File: src/rtl/core/bfst_pkg.sv
package bfst_pkg;

   // Widths of the transaction fields.
   localparam int FIELD_BITS = 32;

   // Defaults for the top-level parameters.
   localparam int DEPTH_DEFAULT     = 16;
   localparam int ADDR_BITS_DEFAULT = 32;

   typedef enum logic [1:0] {
      OP_ADD      = 2'd0,
      OP_FIND     = 2'd1,
      OP_BEST_FIT = 2'd2,
      OP_REMOVE   = 2'd3
   } op_type;

   typedef enum logic [2:0] {
      ST_IDLE,
      ST_DISPATCH,
      ST_SCAN,
      ST_SHIFT,
      ST_DONE
   } state_type;

   typedef struct packed {
      op_type                  op;
      logic [FIELD_BITS-1:0]   seg_address;
      logic [FIELD_BITS-1:0]   seg_size;
   } req_type;

   typedef struct packed {
      logic                    found;
      logic [FIELD_BITS-1:0]   result_address;
      logic [FIELD_BITS-1:0]   result_size;
      logic                    table_full;
   } rsp_type;

   // Commands from the controller to the datapath.
   typedef struct packed {
      logic start;
      logic add;
      logic scan_init;
      logic scan;
      logic shift_init;
      logic shift;
      logic count_dec;
      logic rsp_load;
   } cmd_type;

   // Status from the datapath to the controller.
   typedef struct packed {
      op_type op;
      logic   count_zero;
      logic   match;
      logic   last;
      logic   shift_done;
   } status_type;

endpackage

File: src/rtl/core/best_fit_segment_table.sv
// Best-fit free segment table. The block keeps up to DEPTH free segments, each a start
// address and a size, in age order, and answers one operation per request transaction:
// add pushes a segment as the newest entry (or reports table_full when DEPTH entries are
// held), find returns the newest entry with a given address, best fit returns the smallest
// segment at least the requested size (the newest wins among equal sizes), and remove
// deletes the newest entry with a given address and closes the gap. Every request gives
// exactly one response transaction. Addresses are kept to ADDR_BITS bits. The block works
// on one request at a time. A find or best fit scans the table through the segment memory,
// which has one registered read port and delivers one entry per cycle. A find or remove
// stops its scan at the first match. A remove that hits then runs a compaction pass
// through the same memory port, which moves every entry newer than the removed one down
// by one place. The response sits in an output register, so the next request is accepted
// while an earlier response is still stalled.
module best_fit_segment_table #(
   parameter int DEPTH     = bfst_pkg::DEPTH_DEFAULT,
   parameter int ADDR_BITS = bfst_pkg::ADDR_BITS_DEFAULT
) (
   input  logic                clock,
   input  logic                reset,

   // Request channel: a transaction completes when req_valid is high and req_stall low.
   input  logic                req_valid,
   output logic                req_stall,
   input  bfst_pkg::req_type   req_payload,

   // Response channel: a transaction completes when rsp_valid is high and rsp_stall low.
   output logic                rsp_valid,
   input  logic                rsp_stall,
   output bfst_pkg::rsp_type   rsp_payload
);

   // The controller sequences each operation; the datapath holds the segment memory,
   // the entry count, the scan and compaction indexes, and the result registers.
   bfst_pkg::cmd_type    cmd;
   bfst_pkg::status_type status;

   bfst_ctrl u_ctrl (
      .clock     (clock),
      .reset     (reset),
      .req_valid (req_valid),
      .req_stall (req_stall),
      .rsp_valid (rsp_valid),
      .rsp_stall (rsp_stall),
      .status    (status),
      .cmd       (cmd)
   );

   // The scan runs from the newest entry down to the oldest, so the first address match
   // is the newest one, and a strict size compare keeps the newest among equal sizes.
   bfst_datapath #(
      .DEPTH     (DEPTH),
      .ADDR_BITS (ADDR_BITS)
   ) u_datapath (
      .clock       (clock),
      .reset       (reset),
      .req_payload (req_payload),
      .rsp_payload (rsp_payload),
      .cmd         (cmd),
      .status      (status)
   );

endmodule

File: src/rtl/core/bfst_ctrl.sv
module bfst_ctrl (
   input  logic                   clock,
   input  logic                   reset,
   input  logic                   req_valid,
   output logic                   req_stall,
   output logic                   rsp_valid,
   input  logic                   rsp_stall,
   input  bfst_pkg::status_type   status,
   output bfst_pkg::cmd_type      cmd
);

   bfst_pkg::state_type state_ff, state_in;
   logic                rsp_valid_ff, rsp_valid_in;
   logic                lookup_op;

   assign lookup_op = status.op inside {bfst_pkg::OP_FIND, bfst_pkg::OP_REMOVE};

   always_ff @(posedge clock) begin
      if (reset) begin
         state_ff     <= bfst_pkg::ST_IDLE;
         rsp_valid_ff <= 1'b0;
      end else begin
         state_ff     <= state_in;
         rsp_valid_ff <= rsp_valid_in;
      end
   end

   // Next state.
   always_comb begin
      state_in = state_ff;
      case (state_ff)
         bfst_pkg::ST_IDLE: begin
            if (req_valid) state_in = bfst_pkg::ST_DISPATCH;
         end
         bfst_pkg::ST_DISPATCH: begin
            if (status.op == bfst_pkg::OP_ADD || status.count_zero) begin
               state_in = bfst_pkg::ST_DONE;
            end else begin
               state_in = bfst_pkg::ST_SCAN;
            end
         end
         bfst_pkg::ST_SCAN: begin
            if (status.match && lookup_op) begin
               state_in = (status.op == bfst_pkg::OP_REMOVE) ? bfst_pkg::ST_SHIFT
                                                             : bfst_pkg::ST_DONE;
            end else if (status.last) begin
               state_in = bfst_pkg::ST_DONE;
            end
         end
         bfst_pkg::ST_SHIFT: begin
            if (status.shift_done) state_in = bfst_pkg::ST_DONE;
         end
         bfst_pkg::ST_DONE: begin
            if (!rsp_valid_ff || !rsp_stall) state_in = bfst_pkg::ST_IDLE;
         end
         default: state_in = bfst_pkg::ST_IDLE;
      endcase
   end

   // Outputs.
   always_comb begin
      cmd = '0;
      req_stall = 1'b1;
      case (state_ff)
         bfst_pkg::ST_IDLE: begin
            req_stall = 1'b0;
            cmd.start = req_valid;
         end
         bfst_pkg::ST_DISPATCH: begin
            if (status.op == bfst_pkg::OP_ADD) begin
               cmd.add = 1'b1;
            end else if (!status.count_zero) begin
               cmd.scan_init = 1'b1;
            end
         end
         bfst_pkg::ST_SCAN: begin
            cmd.scan = 1'b1;
            cmd.shift_init = status.match && (status.op == bfst_pkg::OP_REMOVE);
         end
         bfst_pkg::ST_SHIFT: begin
            cmd.shift = 1'b1;
            cmd.count_dec = status.shift_done;
         end
         bfst_pkg::ST_DONE: begin
            cmd.rsp_load = !rsp_valid_ff || !rsp_stall;
         end
         default: cmd = '0;
      endcase
   end

   always_comb begin
      rsp_valid_in = rsp_valid_ff;
      if (cmd.rsp_load) begin
         rsp_valid_in = 1'b1;
      end else if (rsp_valid_ff && !rsp_stall) begin
         rsp_valid_in = 1'b0;
      end
   end

   assign rsp_valid = rsp_valid_ff;

endmodule

File: src/rtl/core/bfst_datapath.sv
module bfst_datapath #(
   parameter int DEPTH     = bfst_pkg::DEPTH_DEFAULT,
   parameter int ADDR_BITS = bfst_pkg::ADDR_BITS_DEFAULT
) (
   input  logic                   clock,
   input  logic                   reset,
   input  bfst_pkg::req_type      req_payload,
   output bfst_pkg::rsp_type      rsp_payload,
   input  bfst_pkg::cmd_type      cmd,
   output bfst_pkg::status_type   status
);

   localparam int FB = bfst_pkg::FIELD_BITS;
   localparam int AW = (ADDR_BITS < FB) ? ADDR_BITS : FB;
   localparam int IW = (DEPTH > 1) ? $clog2(DEPTH) : 1;
   localparam int CW = $clog2(DEPTH + 1);

   // Segment store: one write port and one registered read port.
   logic [AW-1:0]  mem_addr_ff [DEPTH];
   logic [FB-1:0]  mem_size_ff [DEPTH];
   logic [AW-1:0]  rd_addr_ff;
   logic [FB-1:0]  rd_size_ff;

   logic [CW-1:0]  count_ff, count_in;
   logic [CW-1:0]  idx_ff, idx_in;
   logic [CW-1:0]  data_idx_ff, data_idx_in;
   logic           data_vld_ff, data_vld_in;
   logic           issued_all_ff, issued_all_in;

   bfst_pkg::op_type op_ff, op_in;
   logic [AW-1:0]  key_addr_ff, key_addr_in;
   logic [FB-1:0]  key_size_ff, key_size_in;

   bfst_pkg::rsp_type res_ff, res_in;
   bfst_pkg::rsp_type out_ff, out_in;

   logic           full;
   logic           match;
   logic           fits;
   logic           rd_en;
   logic           wr_en;
   logic [IW-1:0]  wr_idx;
   logic [CW-1:0]  below_idx;
   logic [AW-1:0]  wr_addr;
   logic [FB-1:0]  wr_size;

   assign full      = (count_ff == CW'(DEPTH));
   assign match     = data_vld_ff && (rd_addr_ff == key_addr_ff);
   assign fits      = (rd_size_ff >= key_size_ff) &&
                      (!res_ff.found || (rd_size_ff < res_ff.result_size));
   assign below_idx = data_idx_ff - CW'(1);

   assign rd_en = (cmd.scan && !issued_all_ff) || (cmd.shift && (idx_ff < count_ff));
   assign wr_en = (cmd.add && !full) || (cmd.shift && data_vld_ff);

   always_comb begin
      if (cmd.add) begin
         wr_idx  = count_ff[IW-1:0];
         wr_addr = key_addr_ff;
         wr_size = key_size_ff;
      end else begin
         wr_idx  = below_idx[IW-1:0];
         wr_addr = rd_addr_ff;
         wr_size = rd_size_ff;
      end
   end

   always_ff @(posedge clock) begin
      if (wr_en) begin
         mem_addr_ff[wr_idx] <= wr_addr;
         mem_size_ff[wr_idx] <= wr_size;
      end
      if (rd_en) begin
         rd_addr_ff <= mem_addr_ff[idx_ff[IW-1:0]];
         rd_size_ff <= mem_size_ff[idx_ff[IW-1:0]];
      end
   end

   always_comb begin
      count_in      = count_ff;
      idx_in        = idx_ff;
      issued_all_in = issued_all_ff;
      data_vld_in   = rd_en && !cmd.shift_init;
      data_idx_in   = rd_en ? idx_ff : data_idx_ff;
      op_in         = op_ff;
      key_addr_in   = key_addr_ff;
      key_size_in   = key_size_ff;
      res_in        = res_ff;
      out_in        = out_ff;

      if (cmd.start) begin
         op_in       = req_payload.op;
         key_addr_in = req_payload.seg_address[AW-1:0];
         key_size_in = req_payload.seg_size;
         res_in      = '0;
      end

      if (cmd.add) begin
         if (full) begin
            res_in.table_full = 1'b1;
         end else begin
            count_in              = count_ff + CW'(1);
            res_in.found          = 1'b1;
            res_in.result_address = FB'(key_addr_ff);
            res_in.result_size    = key_size_ff;
         end
      end

      if (cmd.scan_init) begin
         idx_in        = count_ff - CW'(1);
         issued_all_in = 1'b0;
      end

      if (cmd.scan) begin
         if (rd_en) begin
            idx_in = idx_ff - CW'(1);
            if (idx_ff == '0) issued_all_in = 1'b1;
         end
         if (op_ff == bfst_pkg::OP_BEST_FIT) begin
            if (data_vld_ff && fits) begin
               res_in.found          = 1'b1;
               res_in.result_address = FB'(rd_addr_ff);
               res_in.result_size    = rd_size_ff;
            end
         end else if (match) begin
            res_in.found          = 1'b1;
            res_in.result_address = FB'(rd_addr_ff);
            res_in.result_size    = rd_size_ff;
         end
      end

      // Compaction starts at the entry just above the removed one.
      if (cmd.shift_init) begin
         idx_in = data_idx_ff + CW'(1);
      end

      if (cmd.shift && rd_en) begin
         idx_in = idx_ff + CW'(1);
      end

      if (cmd.count_dec) begin
         count_in = count_ff - CW'(1);
      end

      if (cmd.rsp_load) begin
         out_in = res_ff;
      end
   end

   always_ff @(posedge clock) begin
      if (reset) begin
         count_ff      <= '0;
         data_vld_ff   <= 1'b0;
         issued_all_ff <= 1'b1;
      end else begin
         count_ff      <= count_in;
         data_vld_ff   <= data_vld_in;
         issued_all_ff <= issued_all_in;
      end
   end

   always_ff @(posedge clock) begin
      idx_ff      <= idx_in;
      data_idx_ff <= data_idx_in;
      op_ff       <= op_in;
      key_addr_ff <= key_addr_in;
      key_size_ff <= key_size_in;
      res_ff      <= res_in;
      out_ff      <= out_in;
   end

   assign status.op         = op_ff;
   assign status.count_zero = (count_ff == '0);
   assign status.match      = match;
   assign status.last       = data_vld_ff && (data_idx_ff == '0);
   assign status.shift_done = (idx_ff >= count_ff) && !data_vld_ff;

   assign rsp_payload = out_ff;

endmodule

File: config.mk
export PLATFORM = sky130hd
export DESIGN_NAME = best_fit_segment_table
export DESIGN_NICKNAME = d
export VERILOG_FILES = /design/src/rtl/core/bfst_pkg.sv /design/src/rtl/core/best_fit_segment_table.sv /design/src/rtl/core/bfst_ctrl.sv /design/src/rtl/core/bfst_datapath.sv
export SDC_FILE = /design/constraint.sdc
export NUM_CORES = 2
export LEC_CHECK = 0
export ABC_AREA = 1
export BUFFER_PORTS_ARGS = -buffer_cell sky130_fd_sc_hd__buf_2
export CAP_MARGIN = 30
export CORE_UTILIZATION = 40
export CTS_CLUSTER_SIZE = 24
export DETAILED_ROUTE_END_ITERATION = 16
export GPL_TIMING_DRIVEN = 0
export PLACE_DENSITY_LB_ADDON = 0.2
export SETUP_SLACK_MARGIN = 0.5
export SYNTH_ARGS = -nofsm -noshare
export SYNTH_HDL_FRONTEND = slang
export SYNTH_HIERARCHICAL = 1
export SYNTH_SLANG_ARGS = --single-unit
File: constraint.sdc
create_clock -name clock -period 7.97 [get_ports clock]
set_input_delay 0.797 -clock clock [delete_from_list [all_inputs] [get_ports clock]]
set_output_delay 0.797 -clock clock [all_outputs]
set_load 0.02 [all_outputs]
==> out/metrics.yaml <==
drt:
  drc: 0
  drt-initial-drc-count: 4040
  wire_per_inst_um: 23.5
  route.antenna.remaining_nets: 0
  via_count: 39100
  drt_pass1_iterations: 5
  finalWirelength_mm: 169
  drt-vias-per-instance: 5.43
floorplanning:
  floorplan.die.height_um: 375
  design.die.area_mm2: 0.141
  die_width_um: 375
  row_count: 136
  num_io_pins: 138
  initial_core_util_pct: 40.4
  core-area_mm2: 0.138
timing:
  timing_worst_slew_pin_value_ns: 0.981
  timing.slew.headroom_pct: 34.1
  setup_violations: 0
  finalHoldViolCount: 0
  post-route-worst-setup-slack_ns: 3.01
  rsz0062_at_grt: "no"
  final.min_clock_period_ns: 4.96
  final-max-slew-violation-count: 0
  timing.final.crit_share_pct: 62.3
  final.setup_skew_ns: 0.0207
  clock.fmax_mhz: 201
  setup_total_negative_slack_ns: 0
synth:
  synth_area_mm2: 0.0557
  synth_seq_cells: 1307
  synthesis.instances: 4906
  synth_cell_types: 41
  synthDominantAreaCellType: "edfxtp_1"
  seq_area_frac_synth_pct: 69.0
  post-synth-top-area-fraction_pct: 66.1
  synth_warnings: 6
  synth.area.top_cells: "edfxtp_1, o21ai_0, nand2_1"
  mappedNetlistNets: 5052
  syn_area_per_cell_um2: 11.3
clock_network:
  cts_buffer_depth: 3
  postCtsHoldBufs: 0
  cts_tree: "yes"
  cts-buffers-inserted: 136
  cts-root-buf: "clkbuf_16"
  clk_pin_slew_ns: 0.07
  h_tree_lvl_count: 4
  cts_setup_buffers: 0
  cts.repair.resized: 0
  insertion_delay_ns: 0.78
  cts.sinks: 1307
layout:
  multiInputGateArea_mm2: 0.0147
  layout-area-overhead-vs-synth_pct: 16.7
  num_antenna_cells: 0
  final_cell_count_no_fill: 7200
  storage_cell_area_mm2: 0.0384
  drive_above_1_share_pct: 12.7
  filler_cell_count: 12400
  finish.net_count: 5447
power:
  share_comb_of_total_power_pct: 28.5
  switching_share_pct: 34.5
  p_seq_share_pct: 39.5
  power.net_switching_w: 0.00694
  power_leakage_nw: 22.8
  share_clk_of_total_power_pct: 32.0
  power_per_cell_area_mw_per_mm2: 310
  ir_drop_mv: 0.213
  internal_power_w: 0.0132
global_routing:
  gr_ovfl_total: 0
  gr-usage-all-layers_pct: 23.8
  grt_start_max_net_pins: 67
  grt_pass1_vias: 37600
  grt_first_pass_wirelength_mm: 248
  antenna_found_initial: 1
hold_path:
  timing.hold.worst.start: "req_payload[14]"
  worst_hold_path_type: "primary input to flop"
place:
  hpwl_mm: 124
  port-buffer-count: 137
  place.gp.congestion: 0.946
  post-place-ws_ns: 3.03
  post-place-cells: 6955
setup_path:
  crit_fanout: 24
  worstPathCellList: "clkbuf_1 -> inv_1 -> buf_2 -> buf_2 -> buf_1 -> ha_1 -> inv_1 -> nand2_1 -> o211ai_1 -> o22ai_4 -> buf_12 -> inv_1 -> nor2_1 -> inv_1 -> o21ai_0 -> a21oi_1 -> a21oi_1 -> inv_1"
  data_arrival_critical_path_ns: 5.63
  criticalPathCategory: "flop to flop"
  reg2reg_start: "u_datapath/idx_ff[0]"
  slowest_stage: "o22ai_4"
  crit_path_max_incr_delay_ns: 0.73
  start_kind: "flop"
  kind_of_capture_point_of_the_worst_setup_path: "flop"
  crit_path_frequent_cell: "inv_1"
  cp.required_ns: 8.64
  critical_path_start: "u_datapath/idx_ff[0]"
run_status:
  run_status: "completed"
flow_run:
  maxCapViolations: 0
[final cells by class]
class	count	share of cell area, %
Buffer	307	2.08
Clock buffer	168	5.59
Clock inverter	75	1.29
Inverter	357	2.07
Multi-Input combinational cell	2935	22.6
Sequential cell	1307	59.2
Tap cell	1794	3.46
Timing Repair Buffer	257	3.74
[worst max-delay path, delay by kind of cell (launching register included)]
kind / cells / cell delay (ns)
buffers and inverters: 10 / 2.58
adder cells (fa/ha/maj): 1 / 0.26
AO/OA/AOI/OAI: 5 / 1.19
flip-flops: 1 / 0.38
AND/OR/NAND/NOR: 2 / 0.42
[flip-flops by register name, summed over array words and instances (netlist names), 3 cells and up]
signal                  cells
u_datapath/key_addr_ff     32
u_datapath/rd_addr_ff      32
u_ctrl/state_ff             3
u_datapath/key_size_ff     32
u_datapath/idx_ff           5
u_datapath/rd_size_ff      32
u_datapath/res_ff          66
u_datapath/rsp_payload     66
u_datapath/data_idx_ff      5
u_datapath/mem_size_ff    512
u_datapath/count_ff         5
u_datapath/mem_addr_ff    512
[stage by stage]
step                hold WS (ns)  cell area, um^2  power (W)  util (%)
global route               0.169            64900     0.0210      47.1
floorplan                  0.409            55700     0.0113         -
CTS                        0.150            64900     0.0202      47.1
detailed placement         0.423            60500     0.0137      43.9
finish                     0.192            64900     0.0201      47.1
global placement           0.415            58600     0.0135      42.5
[power groups by stage]
stage | sequential (W) | combinational (W) | clock, W
6_report | 0.00795 | 0.00575 | 0.00643
5_1_grt | 0.00796 | 0.00625 | 0.00679
4_1_cts | 0.00795 | 0.00568 | 0.00654
3_5_place_dp | 0.00809 | 0.00566 | 0
3_3_place_gp | 0.00811 | 0.00542 | 0
2_1_floorplan | 0.00805 | 0.00329 | 0
[cells in the final DEF, fill, tap and decap left out, types with 3 or more instances in the layout]
cell,n
a21oi_1,52
a21oi_2,60
a22oi_1,3
a31oi_1,4
buf_1,6
buf_12,31
buf_16,11
buf_2,181
buf_4,32
buf_6,42
buf_8,21
bufinv_16,16
clkbuf_1,266
clkbuf_16,141
clkinv_1,21
clkinv_2,20
clkinv_4,4
clkinvlp_4,6
dfxtp_1,82
edfxtp_1,1225
ha_1,76
inv_1,283
inv_2,73
inv_6,5
nand2_1,670
nand3_1,278
nand4_1,148
nor2_1,634
nor2_2,7
nor2_4,19
nor3_1,11
nor4_1,4
o211ai_1,9
o21a_1,4
o21ai_0,541
o21ai_1,122
o21ai_2,6
o22ai_1,257
xnor2_1,8
xor2_1,10
[cell usage after synthesis]
cell / n
clkbuf_1: 240
o21ai_0: 605
a31oi_1: 4
nand2_4: 2
nor2_4: 2
o21bai_1: 1
buf_4: 3
nor4_1: 4
nand4_1: 148
o211ai_1: 9
o21ai_1: 60
a21o_1: 1
dfxtp_1: 82
inv_4: 1
inv_1: 283
o2111ai_1: 1
inv_2: 73
a21oi_2: 60
nand3_2: 2
ha_1: 76
buf_1: 6
buf_2: 44
o21ai_2: 4
nor3_2: 1
nor3_1: 11
o22ai_1: 258
a22oi_1: 3
a221oi_1: 1
nand2_1: 670
o21a_1: 4
nor2_1: 653
nand3b_1: 1
nand2_2: 1
xor2_1: 10
a21oi_1: 52
edfxtp_1: 1225
buf_6: 7
buf_8: 7
nor2_2: 5
xnor2_1: 8
nand3_1: 278
[cell families after synthesis]
logic type	synth area share, %
AO/OA/AOI/OAI	10.7
XOR/XNOR	0.283
adder cells (fa/ha/maj)	1.71
buffers and inverters	4.84
flip-flops	69.0
AND/OR/NAND/NOR	13.4
[final timing paths]
path	endpoint	slack, ns	cells past startpoint
max	u_datapath/idx_ff[0]	3.01	18
min reg2reg	u_datapath/rsp_payload[34]	0.44	0
min	u_datapath/key_size_ff[14]	0.19	1
max reg2reg	u_datapath/idx_ff[0]	3.01	18
[layer usage]
metal	track usage [%]	wire, um	part of all wire (%)	vias up
li1	-	-	-	18300
met1	33.1	73000	43	19000
met2	38.2	78700	47	1548
met3	4.21	13300	7.9	240
met4	6.68	3990	2.4	2
met5	0	19	0.011	-
No activity file was read; power rests on OpenSTA's default activity.
